File: config.mk
export PLATFORM = sky130hd
export DESIGN_NAME = stepper_half_step_sequencer_top
export DESIGN_NICKNAME = d
export VERILOG_FILES = /design/src/hdl/sthss_pkg.sv /design/src/hdl/sthss_queue.sv /design/src/hdl/sthss_front.sv /design/src/hdl/sthss_back.sv /design/src/hdl/stepper_half_step_sequencer_top.sv
export SDC_FILE = /design/constraint.sdc
export NUM_CORES = 1
export LEC_CHECK = 0
export BUFFER_PORTS_ARGS = -buffer_cell sky130_fd_sc_hd__clkbuf_2
export CAP_MARGIN = 10
export CORE_MARGIN = 4
export CORE_UTILIZATION = 60
export CTS_CLUSTER_SIZE = 14
export DETAILED_ROUTE_END_ITERATION = 8
export GPL_TIMING_DRIVEN = 0
export PLACE_DENSITY = 0.77
export SLEW_MARGIN = 20
export SYNTH_ARGS = -nofsm -noshare
export SYNTH_HDL_FRONTEND = slang
export SYNTH_SLANG_ARGS = --single-unit
File: constraint.sdc
create_clock -name clock -period 6.5 [get_ports clock]
set_input_delay 0.65 -clock clock [delete_from_list [all_inputs] [get_ports clock]]
set_output_delay 0.65 -clock clock [all_outputs]
set_load 0.05 [all_outputs]
File: src/hdl/sthss_pkg.sv
`timescale 1ns / 1ps
// ----------------------------------------------------------------------------
// sthss_pkg
// Shared types, codes and constants of the half-step stepper sequencer.
// ----------------------------------------------------------------------------
package sthss_pkg;

   localparam int AMOUNT_W = 16;
   localparam int COUNT_W  = 20;
   localparam int PERIOD_W = 16;
   localparam int PHASE_W  = 3;
   localparam int COILS_W  = 4;

   localparam logic [COUNT_W-1:0] COUNT_MAX = {COUNT_W{1'b1}};

   // operation codes
   localparam logic [1:0] OP_TICK    = 2'd0;
   localparam logic [1:0] OP_STEPS   = 2'd1;
   localparam logic [1:0] OP_DEGREES = 2'd2;
   localparam logic [1:0] OP_TURNS   = 2'd3;

   // degrees to steps: amount*512/45 == (amount * DEG_RECIP) >> DEG_SHIFT,
   // exact over the whole 16-bit amount range
   localparam int          DEG_RECIP_W = 26;
   localparam int          DEG_PROD_W  = AMOUNT_W + DEG_RECIP_W;
   localparam int          DEG_SHIFT   = 22;
   localparam logic [DEG_RECIP_W-1:0] DEG_RECIP = 26'd47721859;

   // command queue entry
   typedef struct packed {
      logic               is_tick;
      logic               direction;
      logic [COUNT_W-1:0] count;
   } cmd_type;

   // result entry
   typedef struct packed {
      logic [COILS_W-1:0] coils;
      logic               busy_res;
      logic               rejected;
   } rsp_type;

   // half-step coil pattern for each phase
   function automatic logic [COILS_W-1:0] coil_pattern(input logic [PHASE_W-1:0] phase);
      logic [COILS_W-1:0] pat;
      case (phase)
         3'd0:    pat = 4'b0001;
         3'd1:    pat = 4'b0011;
         3'd2:    pat = 4'b0010;
         3'd3:    pat = 4'b0110;
         3'd4:    pat = 4'b0100;
         3'd5:    pat = 4'b1100;
         3'd6:    pat = 4'b1000;
         3'd7:    pat = 4'b1001;
         default: pat = 4'b0000;
      endcase
      return pat;
   endfunction

endpackage

File: src/hdl/sthss_queue.sv
`timescale 1ns / 1ps
// ----------------------------------------------------------------------------
// sthss_queue
// Small synchronous first-in first-out queue with push/full and pop/empty.
// ----------------------------------------------------------------------------
module sthss_queue #(
   parameter int WIDTH = 8,
   parameter int DEPTH = 4
) (
   input  logic             clock,
   input  logic             reset,
   input  logic             push,
   input  logic [WIDTH-1:0] push_data,
   output logic             full,
   input  logic             pop,
   output logic [WIDTH-1:0] pop_data,
   output logic             empty
);

   localparam int PTR_W = (DEPTH > 1) ? $clog2(DEPTH) : 1;
   localparam int CNT_W = $clog2(DEPTH + 1);

   logic [WIDTH-1:0] mem_ff [DEPTH];
   logic [PTR_W-1:0] wr_ptr_ff, wr_ptr_in;
   logic [PTR_W-1:0] rd_ptr_ff, rd_ptr_in;
   logic [CNT_W-1:0] count_ff, count_in;
   logic             do_push;
   logic             do_pop;

   assign full     = (count_ff == CNT_W'(DEPTH));
   assign empty    = (count_ff == '0);
   assign do_push  = push && !full;
   assign do_pop   = pop && !empty;
   assign pop_data = mem_ff[rd_ptr_ff];

   // pointer and fill count update
   always_comb begin
      wr_ptr_in = wr_ptr_ff;
      rd_ptr_in = rd_ptr_ff;
      count_in  = count_ff;
      if (do_push) begin
         wr_ptr_in = (wr_ptr_ff == PTR_W'(DEPTH - 1)) ? '0 : wr_ptr_ff + 1'b1;
      end
      if (do_pop) begin
         rd_ptr_in = (rd_ptr_ff == PTR_W'(DEPTH - 1)) ? '0 : rd_ptr_ff + 1'b1;
      end
      if (do_push && !do_pop) begin
         count_in = count_ff + 1'b1;
      end else if (do_pop && !do_push) begin
         count_in = count_ff - 1'b1;
      end
   end

   always_ff @(posedge clock) begin
      if (reset) begin
         wr_ptr_ff <= '0;
         rd_ptr_ff <= '0;
         count_ff  <= '0;
      end else begin
         wr_ptr_ff <= wr_ptr_in;
         rd_ptr_ff <= rd_ptr_in;
         count_ff  <= count_in;
      end
   end

   // storage
   always_ff @(posedge clock) begin
      if (do_push) begin
         mem_ff[wr_ptr_ff] <= push_data;
      end
   end

endmodule

File: src/hdl/sthss_front.sv
`timescale 1ns / 1ps
// ----------------------------------------------------------------------------
// sthss_front
// Accepts requests, sorts ticks from moves and converts move amounts to steps.
// ----------------------------------------------------------------------------
module sthss_front #(
   parameter int STEPS_PER_TURN = 4096
) (
   input  logic                            clock,
   input  logic                            reset,
   input  logic                            req_push,
   output logic                            req_full,
   input  logic [1:0]                      req_opcode,
   input  logic                            req_direction,
   input  logic [sthss_pkg::AMOUNT_W-1:0]  req_amount,
   output logic                            cmd_push,
   output sthss_pkg::cmd_type              cmd_data,
   input  logic                            cmd_full
);

   import sthss_pkg::*;

   localparam int TURN_W      = $clog2(STEPS_PER_TURN + 1);
   localparam int TURN_PROD_W = AMOUNT_W + TURN_W;

   logic                   valid_ff, valid_in;
   cmd_type                cmd_ff, cmd_in;
   logic                   advance;
   logic [DEG_PROD_W-1:0]  deg_prod;
   logic [TURN_PROD_W-1:0] turn_prod;
   logic [COUNT_W-1:0]     count;

   // stage moves on when empty or when the queue takes its request
   assign advance  = !valid_ff || !cmd_full;
   assign req_full = !advance;
   assign cmd_push = valid_ff && !cmd_full;
   assign cmd_data = cmd_ff;

   // amount to step count
   assign deg_prod  = DEG_PROD_W'(req_amount) * DEG_PROD_W'(DEG_RECIP);
   assign turn_prod = TURN_PROD_W'(req_amount) * TURN_PROD_W'(STEPS_PER_TURN);

   always_comb begin
      case (req_opcode)
         OP_STEPS:   count = COUNT_W'(req_amount);
         OP_DEGREES: count = deg_prod[DEG_SHIFT +: COUNT_W];
         OP_TURNS: begin
            if (turn_prod > TURN_PROD_W'(COUNT_MAX)) begin
               count = COUNT_MAX;
            end else begin
               count = turn_prod[COUNT_W-1:0];
            end
         end
         default:    count = '0;
      endcase
   end

   // classify and hold
   always_comb begin
      valid_in = valid_ff;
      cmd_in   = cmd_ff;
      if (advance) begin
         valid_in          = req_push;
         cmd_in.is_tick    = (req_opcode == OP_TICK);
         cmd_in.direction  = req_direction;
         cmd_in.count      = count;
      end
   end

   always_ff @(posedge clock) begin
      if (reset) begin
         valid_ff <= 1'b0;
      end else begin
         valid_ff <= valid_in;
      end
   end

   always_ff @(posedge clock) begin
      cmd_ff <= cmd_in;
   end

endmodule

File: src/hdl/sthss_back.sv
`timescale 1ns / 1ps
// ----------------------------------------------------------------------------
// sthss_back
// Runs queued ticks and moves against the motor state and forms results.
// ----------------------------------------------------------------------------
module sthss_back (
   input  logic                           clock,
   input  logic                           reset,
   input  logic                           cmd_valid,
   input  sthss_pkg::cmd_type             cmd_data,
   output logic                           cmd_pop,
   output logic                           rsp_push,
   output sthss_pkg::rsp_type             rsp_data,
   input  logic                           rsp_full,
   input  logic [sthss_pkg::PERIOD_W-1:0] step_period
);

   import sthss_pkg::*;

   logic [PHASE_W-1:0]  phase_ff, phase_in;
   logic [COUNT_W-1:0]  steps_left_ff, steps_left_in;
   logic [PERIOD_W-1:0] hold_timer_ff, hold_timer_in;
   logic                energized_ff, energized_in;
   logic                move_dir_ff, move_dir_in;
   logic                fire;
   logic                busy;
   logic                rejected;

   assign fire     = cmd_valid && !rsp_full;
   assign cmd_pop  = fire;
   assign rsp_push = fire;
   assign busy     = (steps_left_ff != '0) || energized_ff;

   // next motor state for the request at the queue head
   always_comb begin
      phase_in      = phase_ff;
      steps_left_in = steps_left_ff;
      hold_timer_in = hold_timer_ff;
      energized_in  = energized_ff;
      move_dir_in   = move_dir_ff;
      rejected      = 1'b0;
      if (cmd_data.is_tick) begin
         if (energized_ff) begin
            if (hold_timer_ff != '0) begin
               hold_timer_in = hold_timer_ff - 1'b1;
            end else begin
               energized_in = 1'b0;
            end
         end else if (steps_left_ff != '0) begin
            phase_in      = move_dir_ff ? phase_ff + 1'b1 : phase_ff - 1'b1;
            steps_left_in = steps_left_ff - 1'b1;
            energized_in  = 1'b1;
            hold_timer_in = (step_period == '0) ? '0 : step_period - 1'b1;
         end
      end else if (busy) begin
         rejected = 1'b1;
      end else begin
         steps_left_in = cmd_data.count;
         move_dir_in   = cmd_data.direction;
      end
   end

   // result from the updated state
   always_comb begin
      rsp_data.coils    = energized_in ? coil_pattern(phase_in) : '0;
      rsp_data.busy_res = (steps_left_in != '0) || energized_in;
      rsp_data.rejected = rejected;
   end

   always_ff @(posedge clock) begin
      if (reset) begin
         phase_ff      <= '0;
         steps_left_ff <= '0;
         hold_timer_ff <= '0;
         energized_ff  <= 1'b0;
         move_dir_ff   <= 1'b0;
      end else if (fire) begin
         phase_ff      <= phase_in;
         steps_left_ff <= steps_left_in;
         hold_timer_ff <= hold_timer_in;
         energized_ff  <= energized_in;
         move_dir_ff   <= move_dir_in;
      end
   end

endmodule

File: src/hdl/stepper_half_step_sequencer_top.sv
`timescale 1ns / 1ps
// ----------------------------------------------------------------------------
// stepper_half_step_sequencer_top
// Half-step sequencer for a four-coil unipolar stepper motor.
// ----------------------------------------------------------------------------
// Usage:
//   Requests enter on req_* (push/full): opcode 0 is a one-microsecond tick,
//   opcodes 1..3 load a move in steps, degrees or turns with a direction.
//   Every request yields one result on rsp_* (empty/pop): the coil drive,
//   the busy flag after the request, and a reject flag for a move that
//   arrived while busy.
//   The step period register is written on csr_* (valid/ready, always
//   ready); write it only while no request is in flight.
//   A request passes the front stage and command queue, its result the
//   result queue. While the receiver keeps popping, one request per cycle
//   is sustained: a front stage holds the step conversion multiply, a
//   four-entry queue feeds the back end, and a two-entry result queue lets
//   the receiver pop in every cycle. If the receiver stops popping, the
//   result queue fills, the back end stalls, the command queue and front
//   stage fill, and then req_full rises. Reset clears the motor state and
//   all queues and sets the step period to 1000 ticks.
// ----------------------------------------------------------------------------
module stepper_half_step_sequencer_top #(
   parameter int STEPS_PER_TURN = 4096
) (
   input  logic                           clock,
   input  logic                           reset,
   input  logic                           req_push,
   output logic                           req_full,
   input  logic [1:0]                     req_opcode,
   input  logic                           req_direction,
   input  logic [sthss_pkg::AMOUNT_W-1:0] req_amount,
   output logic                           rsp_empty,
   input  logic                           rsp_pop,
   output logic [sthss_pkg::COILS_W-1:0]  rsp_coils,
   output logic                           rsp_busy_res,
   output logic                           rsp_rejected,
   input  logic                           csr_valid,
   output logic                           csr_ready,
   input  logic [sthss_pkg::PERIOD_W-1:0] csr_step_period_us
);

   import sthss_pkg::*;

   localparam int CMD_DEPTH = 4;
   localparam int RSP_DEPTH = 2;

   logic [PERIOD_W-1:0] step_period_ff;
   logic                cmd_push;
   cmd_type             cmd_wr;
   logic                cmd_full;
   logic                cmd_pop;
   cmd_type             cmd_rd;
   logic                cmd_empty;
   logic                rsp_push;
   rsp_type             rsp_wr;
   logic                rsp_full;
   rsp_type             rsp_rd;

   // step period register
   assign csr_ready = 1'b1;

   always_ff @(posedge clock) begin
      if (reset) begin
         step_period_ff <= PERIOD_W'(1000);
      end else if (csr_valid && csr_ready) begin
         step_period_ff <= csr_step_period_us;
      end
   end

   // request intake and step conversion
   sthss_front #(
      .STEPS_PER_TURN(STEPS_PER_TURN)
   ) u_front (
      .clock         (clock),
      .reset         (reset),
      .req_push      (req_push),
      .req_full      (req_full),
      .req_opcode    (req_opcode),
      .req_direction (req_direction),
      .req_amount    (req_amount),
      .cmd_push      (cmd_push),
      .cmd_data      (cmd_wr),
      .cmd_full      (cmd_full)
   );

   // decoupling queue between front and back
   sthss_queue #(
      .WIDTH($bits(cmd_type)),
      .DEPTH(CMD_DEPTH)
   ) u_cmd_queue (
      .clock     (clock),
      .reset     (reset),
      .push      (cmd_push),
      .push_data (cmd_wr),
      .full      (cmd_full),
      .pop       (cmd_pop),
      .pop_data  (cmd_rd),
      .empty     (cmd_empty)
   );

   // motor state and result generation
   sthss_back u_back (
      .clock       (clock),
      .reset       (reset),
      .cmd_valid   (!cmd_empty),
      .cmd_data    (cmd_rd),
      .cmd_pop     (cmd_pop),
      .rsp_push    (rsp_push),
      .rsp_data    (rsp_wr),
      .rsp_full    (rsp_full),
      .step_period (step_period_ff)
   );

   // result queue
   sthss_queue #(
      .WIDTH($bits(rsp_type)),
      .DEPTH(RSP_DEPTH)
   ) u_rsp_queue (
      .clock     (clock),
      .reset     (reset),
      .push      (rsp_push),
      .push_data (rsp_wr),
      .full      (rsp_full),
      .pop       (rsp_pop),
      .pop_data  (rsp_rd),
      .empty     (rsp_empty)
   );

   assign rsp_coils    = rsp_rd.coils;
   assign rsp_busy_res = rsp_rd.busy_res;
   assign rsp_rejected = rsp_rd.rejected;

endmodule
# Yosys cells after proc, flatten, opt, wreduce, memory -nomap -nowiden
# Memory sizes are Yosys's and may differ from the RTL's. A register that Yosys moved wholly into a read port is not among the register bits.
# Index checks and enable logic that the tools add are counted.
# W data, S select, Z words.
[totals] register_bits=91 ramBits=100 rom_bits=32 inputBits=40 output_inout_bits=9 word_cells=116 n_memories=3
[mem_list] memory="u_cmd_queue.mem_ff" words=4 width=22 read_ports=1 rd_ports_with_merged_regs=1 wr=1 line="sthss_queue.sv:23" rtl="logic [WIDTH-1:0] mem_ff [DEPTH];"
[mem_list] memory="(no name shown)" words=8 width=4 read_ports=1 rd_ports_with_merged_regs=0 wr=0 line="sthss_pkg.sv:46" rtl="case (phase)"
[mem_list] memory="u_rsp_queue.mem_ff" words=2 width=6 read_ports=1 rd_ports_with_merged_regs=1 wr=1 line="sthss_queue.sv:23"
[op_classes] addsub=13 multipliers=1 n_lt_le_gt_ge=1 n_eq_ne=8 muxes=37 bitwise=2 n_reduce_logical=35
[op_table] cell="$mux W20" n=5
[op_table] cell="$mux W16" n=4
[op_table] cell="$pmux W20 S3" n=1
[op_table] cell="$mul A16 B26 Y42 const B" n=1
[op_table] cell="$reduce_bool A20 Y1" n=2
[op_table] cell="$sub A16 B1 Y16 const B" n=2
[op_table] cell="$gt A28 B20 Y1 const B" n=1
[op_table] cell="$sub A20 B1 Y20 const B" n=1
[op_table] cell="$mux W3" n=6
[op_table] cell="$logic_not A16 Y1" n=1
[op_table] cell="$reduce_bool A16 Y1" n=1
[op_table] cell="$mux W1" n=14
[op_table] cell="$mux W2" n=6
[op_table] cell="$eq A2 B2 Y1 const B" n=5
[op_table] cell="$logic_and A1 B1 Y1" n=10
[op_table] cell="$logic_not A1 Y1" n=10
[op_table] cell="$add A2 B1 Y2 const B" n=3
[op_table] cell="$add A3 B1 Y3 const B" n=2
[op_table] cell="$reduce_bool A2 Y1" n=3
[op_table] cell="$sub A3 B1 Y3 const B" n=2
[op_table] cell="$logic_not A2 Y1" n=2
[op_table] cell="$mux W4" n=1
[op_table] cell="$reduce_and A4 Y1" n=1
[op_table] cell="$eq A3 B3 Y1 const B" n=1
[op_table] cell="8 further kinds" n=12

# Depth between registers and ports, before layout
# Gate-level depths: netlist of run 1.
[logic_depth] ltp_word=8 ltp_mapped=23

# Cells and area by module
# A second synthesis of run 1 with hierarchy kept.
[unflattened] cells_unflattened=1425 area_unflattened_um2=15006.9
[modules_own_cells] mod="sthss_front" n_inst=1 cells_each=696 area_per_inst_um2=6668.9
[modules_own_cells] mod="sthss_queue at u_cmd_queue" n_inst=1 cells_each=164 area_per_inst_um2=3663.5
[modules_own_cells] mod="sthss_back" n_inst=1 cells_each=466 area_per_inst_um2=3409.5
[modules_own_cells] mod="sthss_queue at u_rsp_queue" n_inst=1 cells_each=44 area_per_inst_um2=649.4
[modules_own_cells] mod="stepper_half_step_sequencer_top" n_inst=1 cells_each=55 area_per_inst_um2=615.6

# Least setup slack after synthesis of run 1
# OpenSTA, ideal clock, no wires.
[synth_timing] kind="input-to-reg" startpoint="in req_amount[13] in the netlist's numbering" endpoint="reg u_front.cmd_ff, in the netlist u_front.cmd_data[14], data pin" setup_ns=0.268 arrival_ns=5.747 required_ns=6.232 setup_slack_ns=0.485 path_stages=20 path_buffers=0 cell_sequence="ha_1 > fa_1 > inv_1 > fa_1 > inv_1 > fa_1 > fa_1 > inv_1 > fa_1 > inv_1 > ha_1 > a21oi_1 > o21ai_0 > or3_1 > a311oi_1 > o21ai_1 > a21oi_1 > o21ai_0 > xnor2_1 > o22ai_1"
[synth_between] elab_chain_cells=3 word_cells_on_any_way=4 classes_between="mul (1); order compare (1); mux (2)"
[synth_rtl] element="from (decl)" line="stepper_half_step_sequencer_top.sv:32" rtl="input logic [sthss_pkg::AMOUNT_W-1:0] req_amount,"
[synth_rtl] element="parallel branches: the longest is 2 deep, another holds $mul A16 B26 Y42"
[synth_rtl] element="$pmux W20 S3 (*)" line="sthss_front.sv:44" rtl="case (req_opcode)"
[synth_rtl] element="via u_front.count[14]" line="sthss_front.sv:31" rtl="logic [COUNT_W-1:0] count;"
[synth_rtl] element="to (signal assigned)" line="sthss_front.sv:79" rtl="cmd_ff <= cmd_in;"
[synth_rtl] element="to (decl)" line="sthss_front.sv:27" rtl="cmd_type cmd_ff, cmd_in;"
# Mark *: on every way through the listed nets, which the timed path passes.
# A chain may end at the register's enable or synchronous reset.

# Worst setup path after layout of run 1
[layout_timing] startpoint="in req_amount[14] in the netlist's numbering" endpoint="reg u_front.cmd_ff, in the netlist u_front.cmd_data[12], data pin"
# The elaborated chain is that of the path after synthesis.

==> results of run 1 <==
worst max-delay path: cells and delay by family:
family	cells	cell delay, ps
xor+xnor	1	200
compound gates	6	1340
buf+inv	6	550
simple gates	1	410
fa+ha+maj	7	3290
final cells by class:
type                    count  area, µm²
multi-input cells         940       8450
fillers                  1835       7810
flip-flops and latches    194       5100
inverters                 192        721
clock buffers              18        429
well taps                 319        399
repair buffers             49        265
plain buffers              44        191
clock inverters            14        170
metrics by stage:
stage          worst slack (ps)  area, µm²  instances  setup TNS, ps  util, %
3_5_place_dp               -597      15000       1735          -3380     63.8
6_report                    189      15700       1770              0     66.8
3_3_place_gp               -562      15000       1735          -3020     63.8
4_1_cts                    19.8      15600       1767              0     66.4
5_1_grt                    10.9      15700       1770              0     66.8
2_1_floorplan               485      14400       1370              0        -
sequential cells by signal, summed over array words and instances, names as in the netlist, named ones only:
signal                 flops
step_period_ff            16
u_back.energized_ff        1
u_back.hold_timer_ff      16
u_back.move_dir_ff         1
u_back.phase_ff            3
u_back.steps_left_ff      20
u_cmd_queue.count_ff       3
u_cmd_queue.mem_ff        88
u_cmd_queue.rd_ptr_ff      2
u_cmd_queue.wr_ptr_ff      2
u_front.cmd_data          22
u_front.valid_ff           1
u_rsp_queue.count_ff       2
u_rsp_queue.mem_ff        12
u_rsp_queue.rd_ptr_ff      1
u_rsp_queue.wr_ptr_ff      1
kinds of logic (layout without fill, tap and decap cells):
kind of cell / count (synthesis) / after routing / synth area share, %
buffers and inverters: 236 / 317 / 6.34
muxes: 45 / 45 / 5.10
DFF: 194 / 194 / 35.5
other: 1 / 1 / 0.0260
xor gates and xnor gates: 46 / 46 / 2.80
adders and majority gates: 256 / 256 / 27.3
and+or+nand+nor: 324 / 324 / 10.9
AOI/OAI and AO/OA: 268 / 268 / 12.1
synth_stat cells, drive strengths merged, types with 20 or more instances:
cell,instances
inv,191
nor2,107
dfxtp,72
nand2,71
xor2,20
mux4,22
fa,96
a21oi,69
nor3,33
ha,160
nand3,22
edfxtp,122
xnor2,26
clkbuf,31
o21ai,69
worst min path at each step:
stage | start | endpoint | slack, ps | cells after the start
final | req_direction | u_front.cmd_data[20] | 390 | 1
after global routing | req_direction | u_front.cmd_data[20] | 360 | 1
after CTS | req_direction | u_front.cmd_data[20] | 380 | 1
after detailed placement | u_back.hold_timer_ff[6] | u_back.hold_timer_ff[6] | 480 | 2
after global placement | u_back.hold_timer_ff[6] | u_back.hold_timer_ff[6] | 470 | 2
after floorplan | u_back.hold_timer_ff[6] | u_back.hold_timer_ff[6] | 450 | 2
cells in the final DEF (no fill, tap or decap), drive strengths merged, types with 9 or more instances in the layout:
master    n
a211oi   14
a21o      9
a21oi    69
a22oi    14
and2     14
buf      16
clkbuf   95
dfxtp    72
edfxtp  122
fa       96
ha      160
inv     195
mux2i    16
mux4     22
nand2    71
nand3    22
nand4    10
nor2    107
nor2b    10
nor3     33
nor4     13
o211ai   10
o21ai    69
o22ai     9
or3      12
xnor2    26
xor2     20
routing by layer:
layer / vias to the layer above / routed length [µm]
li1: 4990 / -
met1: 5112 / 14200
met2: 397 / 16800
met3: 80 / 2080
met4: 0 / 1270
met5: - / 0
timing repair:
action                                  CTS  global route
buffers inserted                          0             2
hold buffers                              0             0
pin swaps                                 0             4
resized for setup                         2            11
endpoints found under the setup margin    2             9
==> summary.md, run 1 <==
| Metric | Value |
|---|---|
| CP max stage delay | 550 ps |
| CP startpoint kind | input port |
| Vert. Die Dim | 163 µm |
| Setup Viol. Count Final | 0 |
| Avg Inst Size Synth | 10.5 µm² |
| Max transition margin | 28.9% |
| Synth Instances | 1370 |
| Routed vias/inst | 5.98 |
| CTS Sinks | 194 |
| Yosys cell types | 78 |
| Ys flop type | edfxtp_1 |
| Number of cell rows | 56 |
| DRT Pass-1 Iters | 8 |
| Starting density of the core | 61.2% |
| DRC Markers | 0 |
| Syn_nets | 1666 |
| Synth Warn # | 0 |
| CP endpoint | u_front.cmd_data[12] |
| Clk_lat worst skew | 440 ps |
| Grt met2 use | 44.2% |
| R2r setup slk | 2750 ps |
| Ys async rst share | 0% |
| Final count of pins violating max slew | 0 |
| GR Util met1 | 34.5% |
| R2R Path Start | u_back.steps_left_ff[0] |
| First-pass GRT wire length | 54700 µm |
| Routed len/inst | 19.4 µm |
| Layout Nets | 1734 |
| Sequential fraction of the synthesis area | 35.5% |
| Post-synth top area share | 25.4% |
| Post-layout min period | 6310 ps |
| Gpl congestion | 0.943 |
| CP startpoint | req_amount[14] |
| Worst endpoint required time | 6650 ps |
| Initial detailed-routing violation count | 956 |
| CP Max Fanout | 6 |
| Worst slew pin tran | 1060 ps |
| Slowest CP cell | fa_1 |
| Maximum clock rate | 158 MHz |
| Cell count of the worst reg-to-reg path | 10 |
| Clk root buf | clkbuf_16 |
| # H-tree levels | 4 |
| Unrepaired setup endpoints after global routing | no |
| EDFF count, synth | 122 |
| Reg clk slew, reported paths | 80 ps |
| DP HPWL | 26900 µm |
| Top Ports | 49 |
| Die X | 163 µm |
| CTS tree | done |
| Ranking of synthesized cells by area | edfxtp_1, ha_1, fa_1 |
| Remaining global-route overflow | 0 |
| Final hold violation count | 0 |
| Setup CP Type | in -> reg |
| Pin count of the biggest net entering global routing | 24 |
| FF+latch count, synth | 194 |
| GRT Max-Usage Layer | met2 |
| Clock Skew | 17.3 ps |
| Area of the die | 0.0265 mm² |
| Vias in the first global route | 10.6k |
| CP Cell Sequence | clkbuf_4 > inv_1 > ha_1 > inv_1 > fa_1 > fa_1 > inv_1 > fa_1 > fa_1 > inv_1 > fa_1 > inv_1 > ha_1 > a21oi_1 > o21ai_0 > or3_1 > a311oi_4 > o21ai_4 > a311oi_1 > xor2_1 > o22ai_1 |
| Critical Path AT | 6460 ps |
| Period utilization | 97.1% |
| Vias | 10.6k |
| Antenna Cells | 0 |
| WL final | 34400 µm |
| WHS | 389 ps |
| Antenna viol nets, final | 0 |
| Mapped Area | 0.0144 mm² |
| Crit. End Element | register |
| Max-Cap Viols | 0 |
| Hold WC Path Type | in -> reg |
| Share of layout cells above drive strength 1 | 9.79% |
| GRT Total Usage | 26.6% |
| CTS Buffer Depth | 2 |
| Leading area contributor after synthesis | edfxtp_1 |
| Synthesis-to-finish area growth | 9.26% |
| Antenna violations before repair | 0 |
| Core area | 0.0235 mm² |
| CTS Buf Count | 17 |
| Met3 usage | 5.21% |
| Reg2reg end | u_rsp_queue.mem_ff[0][1] |
| Port bufs | 46 |
| Status | complete, no violations |
Power of run 1 is left out: the tool's default activity adds up to more than one toggle a clock period on the data nets, which glitch-free logic cannot reach.
==> run 2: changes to the inputs <==
--- a/config.mk
+++ b/config.mk
@@ -5,7 +5,7 @@
 export SDC_FILE = /design/constraint.sdc
 export NUM_CORES = 1
 export LEC_CHECK = 0
-export BUFFER_PORTS_ARGS = -buffer_cell sky130_fd_sc_hd__clkbuf_2
+export BUFFER_PORTS_ARGS = -buffer_cell sky130_fd_sc_hd__buf_2
 export CAP_MARGIN = 10
 export CORE_MARGIN = 4
 export CORE_UTILIZATION = 60
==> run 2 against run 1 <==
Die area is the same. Core utilization shrank 0.33 points. Fmax up 0.75%. Via count is 0.24% higher. Cell count hardly changed. First-iteration DRC count is 7.3% lower. Clock-buffer cell count up 1. Hold slack better by 0.59 ps. Sequential cell count did not move. Critical endpoint is now u_front.cmd_data[18].
==> summary.md, run 2 (synthesis results as in run 1) <==
| Metric | Value |
|---|---|
| Status | complete, no violations |
| Worst endpoint required time | 6670 ps (+20 ps) |
| Reg clk slew, reported paths | 70 ps (about the same) |
| CTS Buf Count | 17 (unchanged) |
| Final instance area | 0.0157 mm² (-0.49%) |
| Max transition margin | 38.2% (+9.4 points) |
| Max-Cap Viols | 0 (unchanged) |
| Share of layout cells above drive strength 1 | 9.72% (-0.062 points) |
| Final count of pins violating max slew | 0 (unchanged) |
| Clock Skew | 18.1 ps (+0.731 ps) |
| Pwr dens | 558 mW/mm² |
| Critical Path AT | 6440 ps (-20 ps) |
| CP startpoint | req_amount[14] |
| Clock power share | 11.4% |
| Top Ports | 49 (unchanged) |
| First-pass GRT wire length | 54700 µm (unchanged) |
| R2R Path Start | u_back.steps_left_ff[0] |
| Final hold violation count | 0 (unchanged) |
| DP HPWL | 26900 µm (about the same) |
| Pin count of the biggest net entering global routing | 24 (unchanged) |
| Post-Place Cells | 1735 (unchanged) |
| WL final | 34300 µm (-0.38%) |
| Commonest non-fill, non-tap cell in the layout | inv_1 |
| Net Sw Frac | 48.3% |
| Worst slew pin tran | 919 ps (-144 ps) |
| Antenna Cells | 0 (unchanged) |
| Post-layout min period | 6260 ps (-47.0 ps) |
| Remaining global-route overflow | 0 (unchanged) |
| Clk root buf | clkbuf_16 |
| Vert. Die Dim | 163 µm (unchanged) |
| Worst VDD drop | 0.306 mV |
| Vias | 10.6k (+0.24%) |
| Port bufs | 46 (unchanged) |
| CP Max Fanout | 6 (unchanged) |
| GRT Total Usage | 26.5% (-0.028 points) |
| Hold buffer count at cts | 0 (unchanged) |
| Die X | 163 µm (unchanged) |
| Logic pwr share | 66.7% |
| Max FFs per register | 88 (unchanged) |
| Maximum clock rate | 160 MHz (+0.75%) |
| DRC Markers | 0 (unchanged) |
| Hold WC Path Type | in -> reg |
| Number of cell rows | 56 (unchanged) |
| Sequential power share | 21.9% |
| CTS Buffer Depth | 2 (unchanged) |
| # H-tree levels | 4 (unchanged) |
| Antenna violations before repair | 0 (unchanged) |
| Switch Pwr | 4.22 mW |
| Final Non-Filler Cells | 1769 (-0.056%) |
| Gpl congestion | 0.945 (+0.19%) |
| Finished Core Util | 66.5% (-0.33 points) |
| Most flops, register | u_cmd_queue.mem_ff |
| Synthesis-to-finish area growth | 8.72% |
| Reg2reg end | u_rsp_queue.mem_ff[0][1] |
| Setup CP Type | in -> reg |
| Crit. End Element | register |
| CTS tree | done |
| DRT Pass-1 Iters | 6 (-2) |
| WHS | 390 ps (+0.589 ps) |
| Initial detailed-routing violation count | 886 (-7.3%) |
| Area of the die | 0.0265 mm² (unchanged) |
| Cell count of the worst reg-to-reg path | 10 (unchanged) |
| CTS Sinks | 194 (unchanged) |
| CP startpoint kind | input port |
| Core area | 0.0235 mm² (unchanged) |
| Internal power | 4.52 mW |
| Post-DP Area | 0.0150 mm² (about the same) |
| Fill count | 1855 (+1.1%) |
| Layout Nets | 1733 (-0.058%) |
| Unrepaired setup endpoints after global routing | no |
| Most frequent cells in the layout | inv_1, ha_1, edfxtp_1 |
| Clk_lat worst skew | 450 ps (about the same) |
| Vias in the first global route | 10.6k (+0.39%) |
| Setup Viol. Count Final | 0 (unchanged) |
| CP endpoint | u_front.cmd_data[18] |
| Routed vias/inst | 5.99 (+0.29%) |
| Static Leakage | 6.73 nW |
| R2r setup slk | 2720 ps (-30 ps) |
| Antenna viol nets, final | 0 (unchanged) |
| Period utilization | 96.4% (-0.72 points) |
| Routed len/inst | 19.4 µm (-0.32%) |
| Starting density of the core | 61.2% (unchanged) |
run 2: worst max-delay path, stage by stage:
cell and delay, ps:
clkbuf_4 180, inv_1 100, ha_1 320, inv_1 90, fa_1 510, fa_1 550, inv_1 80, fa_1 490
fa_1 530, inv_1 60, fa_1 530, inv_1 40, ha_1 360, a21oi_1 190, o21ai_0 120, or3_1 370
a311oi_2 350, o21ai_2 170, a21oi_2 230, o21ai_0 140, xnor2_1 250, o21ai_0 110
run 2: final cells by class:
type / instances / area [µm²] / area share, %
inverter: 192 / 721 / 4.60
timing repair buffer: 48 / 250 / 1.60
tap: 319 / 399 / 2.55
clock buffer: 19 / 443 / 2.83
sequential: 194 / 5100 / 32.6
buffer: 44 / 191 / 1.22
multi-input combinational: 940 / 8420 / 53.8
clock inverter: 13 / 121 / 0.775
run 2: stage by stage:
stage	total power, mW	setup TNS, ps	worst slack [ps]
after floorplan	6.13	0	485
after global placement	7.45	-2130	-470
after detailed placement	7.56	-2910	-558
after CTS	8.60	0	5.78
after global routing	9.51	0	7.48
final	8.74	0	236
run 2: worst min path at each step:
stage	start	endpoint	depth (start not counted)
2_1_floorplan	u_back.hold_timer_ff[6]	u_back.hold_timer_ff[6]	2
3_3_place_gp	u_back.hold_timer_ff[6]	u_back.hold_timer_ff[6]	2
3_5_place_dp	u_back.hold_timer_ff[9]	u_back.hold_timer_ff[9]	2
4_1_cts	req_direction	u_front.cmd_data[20]	1
5_1_grt	req_direction	u_front.cmd_data[20]	1
6_report	req_direction	u_front.cmd_data[20]	1
run 2: power by group through the flow:
stage                     Clock (mW)  Sequential (mW)  Combinational (mW)
after floorplan                    0             1.85                4.28
after global placement             0             1.91                5.55
after detailed placement           0             1.93                5.63
after CTS                       1.01             1.90                5.69
after global routing            1.06             1.94                6.51
final                          0.999             1.91                5.83
run 2: repair_timing:
action,CTS,global route
setup buffers,0,2
resized for setup,1,6
pin swaps,0,4
endpoints found under the setup margin,2,5
run 2: layer usage:
metal,share of wire (%),up-vias,global-route usage [%]
met3,7.2,78,5.11
met5,0,-,0
li1,-,4984,-
met1,40,5129,34.4
met2,49,413,44.8
met4,3.6,0,9.53
(Power assumes the default switching activity.)
==> run 3: changes to the inputs <==
--- a/config.mk
+++ b/config.mk
@@ -13,6 +13,7 @@
 export DETAILED_ROUTE_END_ITERATION = 8
 export GPL_TIMING_DRIVEN = 0
 export PLACE_DENSITY = 0.77
+export RECOVER_POWER = 100
 export SLEW_MARGIN = 20
 export SYNTH_ARGS = -nofsm -noshare
 export SYNTH_HDL_FRONTEND = slang
==> run 3 against run 2 <==
The flow now finishes with violations (max-capacitance violations, max-slew violations). Fmax shrank 0.36%. Sequential cell count is the same. Clock skew shrank 0.65 ps. Hold slack gained 1.7 ps. Cell count is the same. Register-to-register slack gained 70 ps. Critical path depth is the same. Global-route usage is the same. Clock power is essentially flat. Largest cell class unchanged. Largest power group unchanged.
==> summary.md, run 3 (synthesis results as in run 1) <==
| Metric | Value |
|---|---|
| CTS Sinks | 194 (unchanged) |
| Area of the die | 0.0265 mm² (unchanged) |
| CTS Buffer Depth | 2 (unchanged) |
| Hold buffer count at cts | 0 (unchanged) |
| Max-Cap Viols | 4 (+4) |
| Layout Nets | 1733 (unchanged) |
| Period utilization | 96.7% (+0.35 points) |
| Static Leakage | 6.68 nW (-0.74%) |
| Number of cell rows | 56 (unchanged) |
| Initial detailed-routing violation count | 897 (+1.2%) |
| Max FFs per register | 88 (unchanged) |
| Vias in the first global route | 10.6k (unchanged) |
| Die X | 163 µm (unchanged) |
| GRT Total Usage | 26.5% (unchanged) |
| # H-tree levels | 4 (unchanged) |
| Failing checks | max-capacitance violations, max-slew violations |
| DP HPWL | 26900 µm (unchanged) |
| Vert. Die Dim | 163 µm (unchanged) |
| Antenna Cells | 0 (unchanged) |
| DRT Pass-1 Iters | 7 (+1) |
| Reg clk slew, reported paths | 70 ps (about the same) |
| CP Max Fanout | 6 (unchanged) |
| Pin count of the biggest net entering global routing | 24 (unchanged) |
| Switch Pwr | 4.21 mW (-0.19%) |
| Final hold violation count | 0 (unchanged) |
| Final count of pins violating max slew | 92 (+92) |
| Routed len/inst | 19.3 µm (-0.19%) |
| Post-layout min period | 6290 ps (+22.5 ps) |
| Starting density of the core | 61.2% (unchanged) |
| Setup CP Type | in -> reg |
| Max transition margin | -14.0% (-52 points) |
| Vias | 10.6k (-0.51%) |
| Synthesis-to-finish area growth | 8.39% |
| First-pass GRT wire length | 54700 µm (unchanged) |
| DRC Markers | 0 (unchanged) |
| Antenna violations before repair | 0 (unchanged) |
| Hold WC Path Type | in -> reg |
| CP startpoint kind | input port |
| Pwr dens | 558 mW/mm² (about the same) |
| Setup Viol. Count Final | 0 (unchanged) |
| Internal power | 4.50 mW (-0.41%) |
| Worst endpoint required time | 6670 ps (about the same) |
| Clock power share | 11.5% (about the same) |
| Commonest non-fill, non-tap cell in the layout | inv_1 |
| WL final | 34200 µm (-0.19%) |
| Core area | 0.0235 mm² (unchanged) |
| Remaining global-route overflow | 0 (unchanged) |
| Share of layout cells above drive strength 1 | 8.34% (-1.4 points) |
| Gpl congestion | 0.945 (unchanged) |
| Final worst slack | 213 ps (-22.5 ps) |
| Post-place setup slack | -558 ps (unchanged) |
| Worst slew pin tran | 1710 ps (+790 ps) |
| Clock Skew | 17.4 ps (-0.647 ps) |
| CTS tree | done |
| Most frequent cells in the layout | inv_1, ha_1, edfxtp_1 |
| CTS Buf Count | 17 (unchanged) |
| Clk_lat worst skew | 440 ps (about the same) |
| Crit. End Element | register |
| Port bufs | 46 (unchanged) |
| Most flops, register | u_cmd_queue.mem_ff |
| Clk root buf | clkbuf_16 |
| Routed vias/inst | 5.96 (-0.51%) |
| Finished Core Util | 66.3% (-0.20 points) |
| Top Ports | 49 (unchanged) |
| Unrepaired setup endpoints after global routing | no |
| Worst VDD drop | 0.307 mV (+0.18%) |
| Maximum clock rate | 159 MHz (-0.36%) |
| Status | finished with violations |
| Net Sw Frac | 48.3% (+0.055 points) |
| Sequential power share | 21.9% (about the same) |
| Logic pwr share | 66.6% (about the same) |
| Critical Path AT | 6460 ps (+20 ps) |
| Antenna viol nets, final | 0 (unchanged) |
[run 3: cell count changes in the layout (fill, tap and decap cells not counted), sizes merged]
cell    previous run  this run
clkbuf            52        66
buf               59        45
[run 3: layer usage]
layer	part of all wire [%]	global-route usage, %	wire, µm	vias up
met1	41	34.4	14000	5103
met3	6.3	5.11	2150	88
met5	0	0	0	-
met4	3.7	9.53	1280	0
met2	49	44.8	16800	379
li1	-	-	-	4980
[run 3: timing repair]
action / CTS / global route
setup endpoints to repair: 2 / 5
pin swaps: 0 / 4
hold endpoints to repair: 0 / 0
resized for setup: 1 / 6
cloned: 0 / 0
setup buffers: 0 / 2
[run 3: final cells by class]
class | instances | area, µm²
Multi-Input combinational cell | 940 | 8390
Fill cell | 1865 | 7940
Sequential cell | 194 | 5100
Inverter | 192 | 721
Clock buffer | 19 | 443
Tap cell | 319 | 399
Timing Repair Buffer | 48 | 238
Buffer | 44 | 183
Clock inverter | 13 | 121
[run 3: power groups by stage]
stage,Clock [mW],Combinational [mW],Sequential (mW)
finish,0.999,5.80,1.91
global route,1.06,6.48,1.94
CTS,1.01,5.69,1.90
detailed placement,0,5.63,1.93
global placement,0,5.55,1.91
floorplan,0,4.28,1.85
[run 3: worst paths after layout]
kind | depth (start not counted) | end | start | slack [ps]
max reg2reg | 10 | u_back.hold_timer_ff[14] | u_back.steps_left_ff[0] | 2790
min | 1 | u_front.cmd_data[20] | req_direction | 390
max | 22 | u_front.cmd_data[18] | req_amount[14] | 210
min reg2reg | 2 | register | u_cmd_queue.rd_ptr_ff[1] | 480
[run 3: per-stage QoR]
step                power (mW)  TNS (ps)  instance area [µm²]  instances  hold WS [ps]
finish                    8.71         0                15600       1769           391
global route              9.49         0                15600       1769           379
CTS                       8.60         0                15600       1767           381
detailed placement        7.56     -2910                15000       1735           481
global placement          7.45     -2130                15000       1735           458
floorplan                 6.13         0                14400       1370           449
[run 3: worst max-delay path, stage by stage]
cell	delay (ps)
clkbuf_4	190
inv_1	100
ha_1	320
inv_1	90
fa_1	510
fa_1	550
inv_1	80
fa_1	490
fa_1	530
inv_1	60
fa_1	530
inv_1	40
ha_1	360
a21oi_1	190
o21ai_0	120
or3_1	370
a311oi_2	350
o21ai_2	180
a21oi_2	230
o21ai_0	140
xnor2_1	270
o21ai_0	110
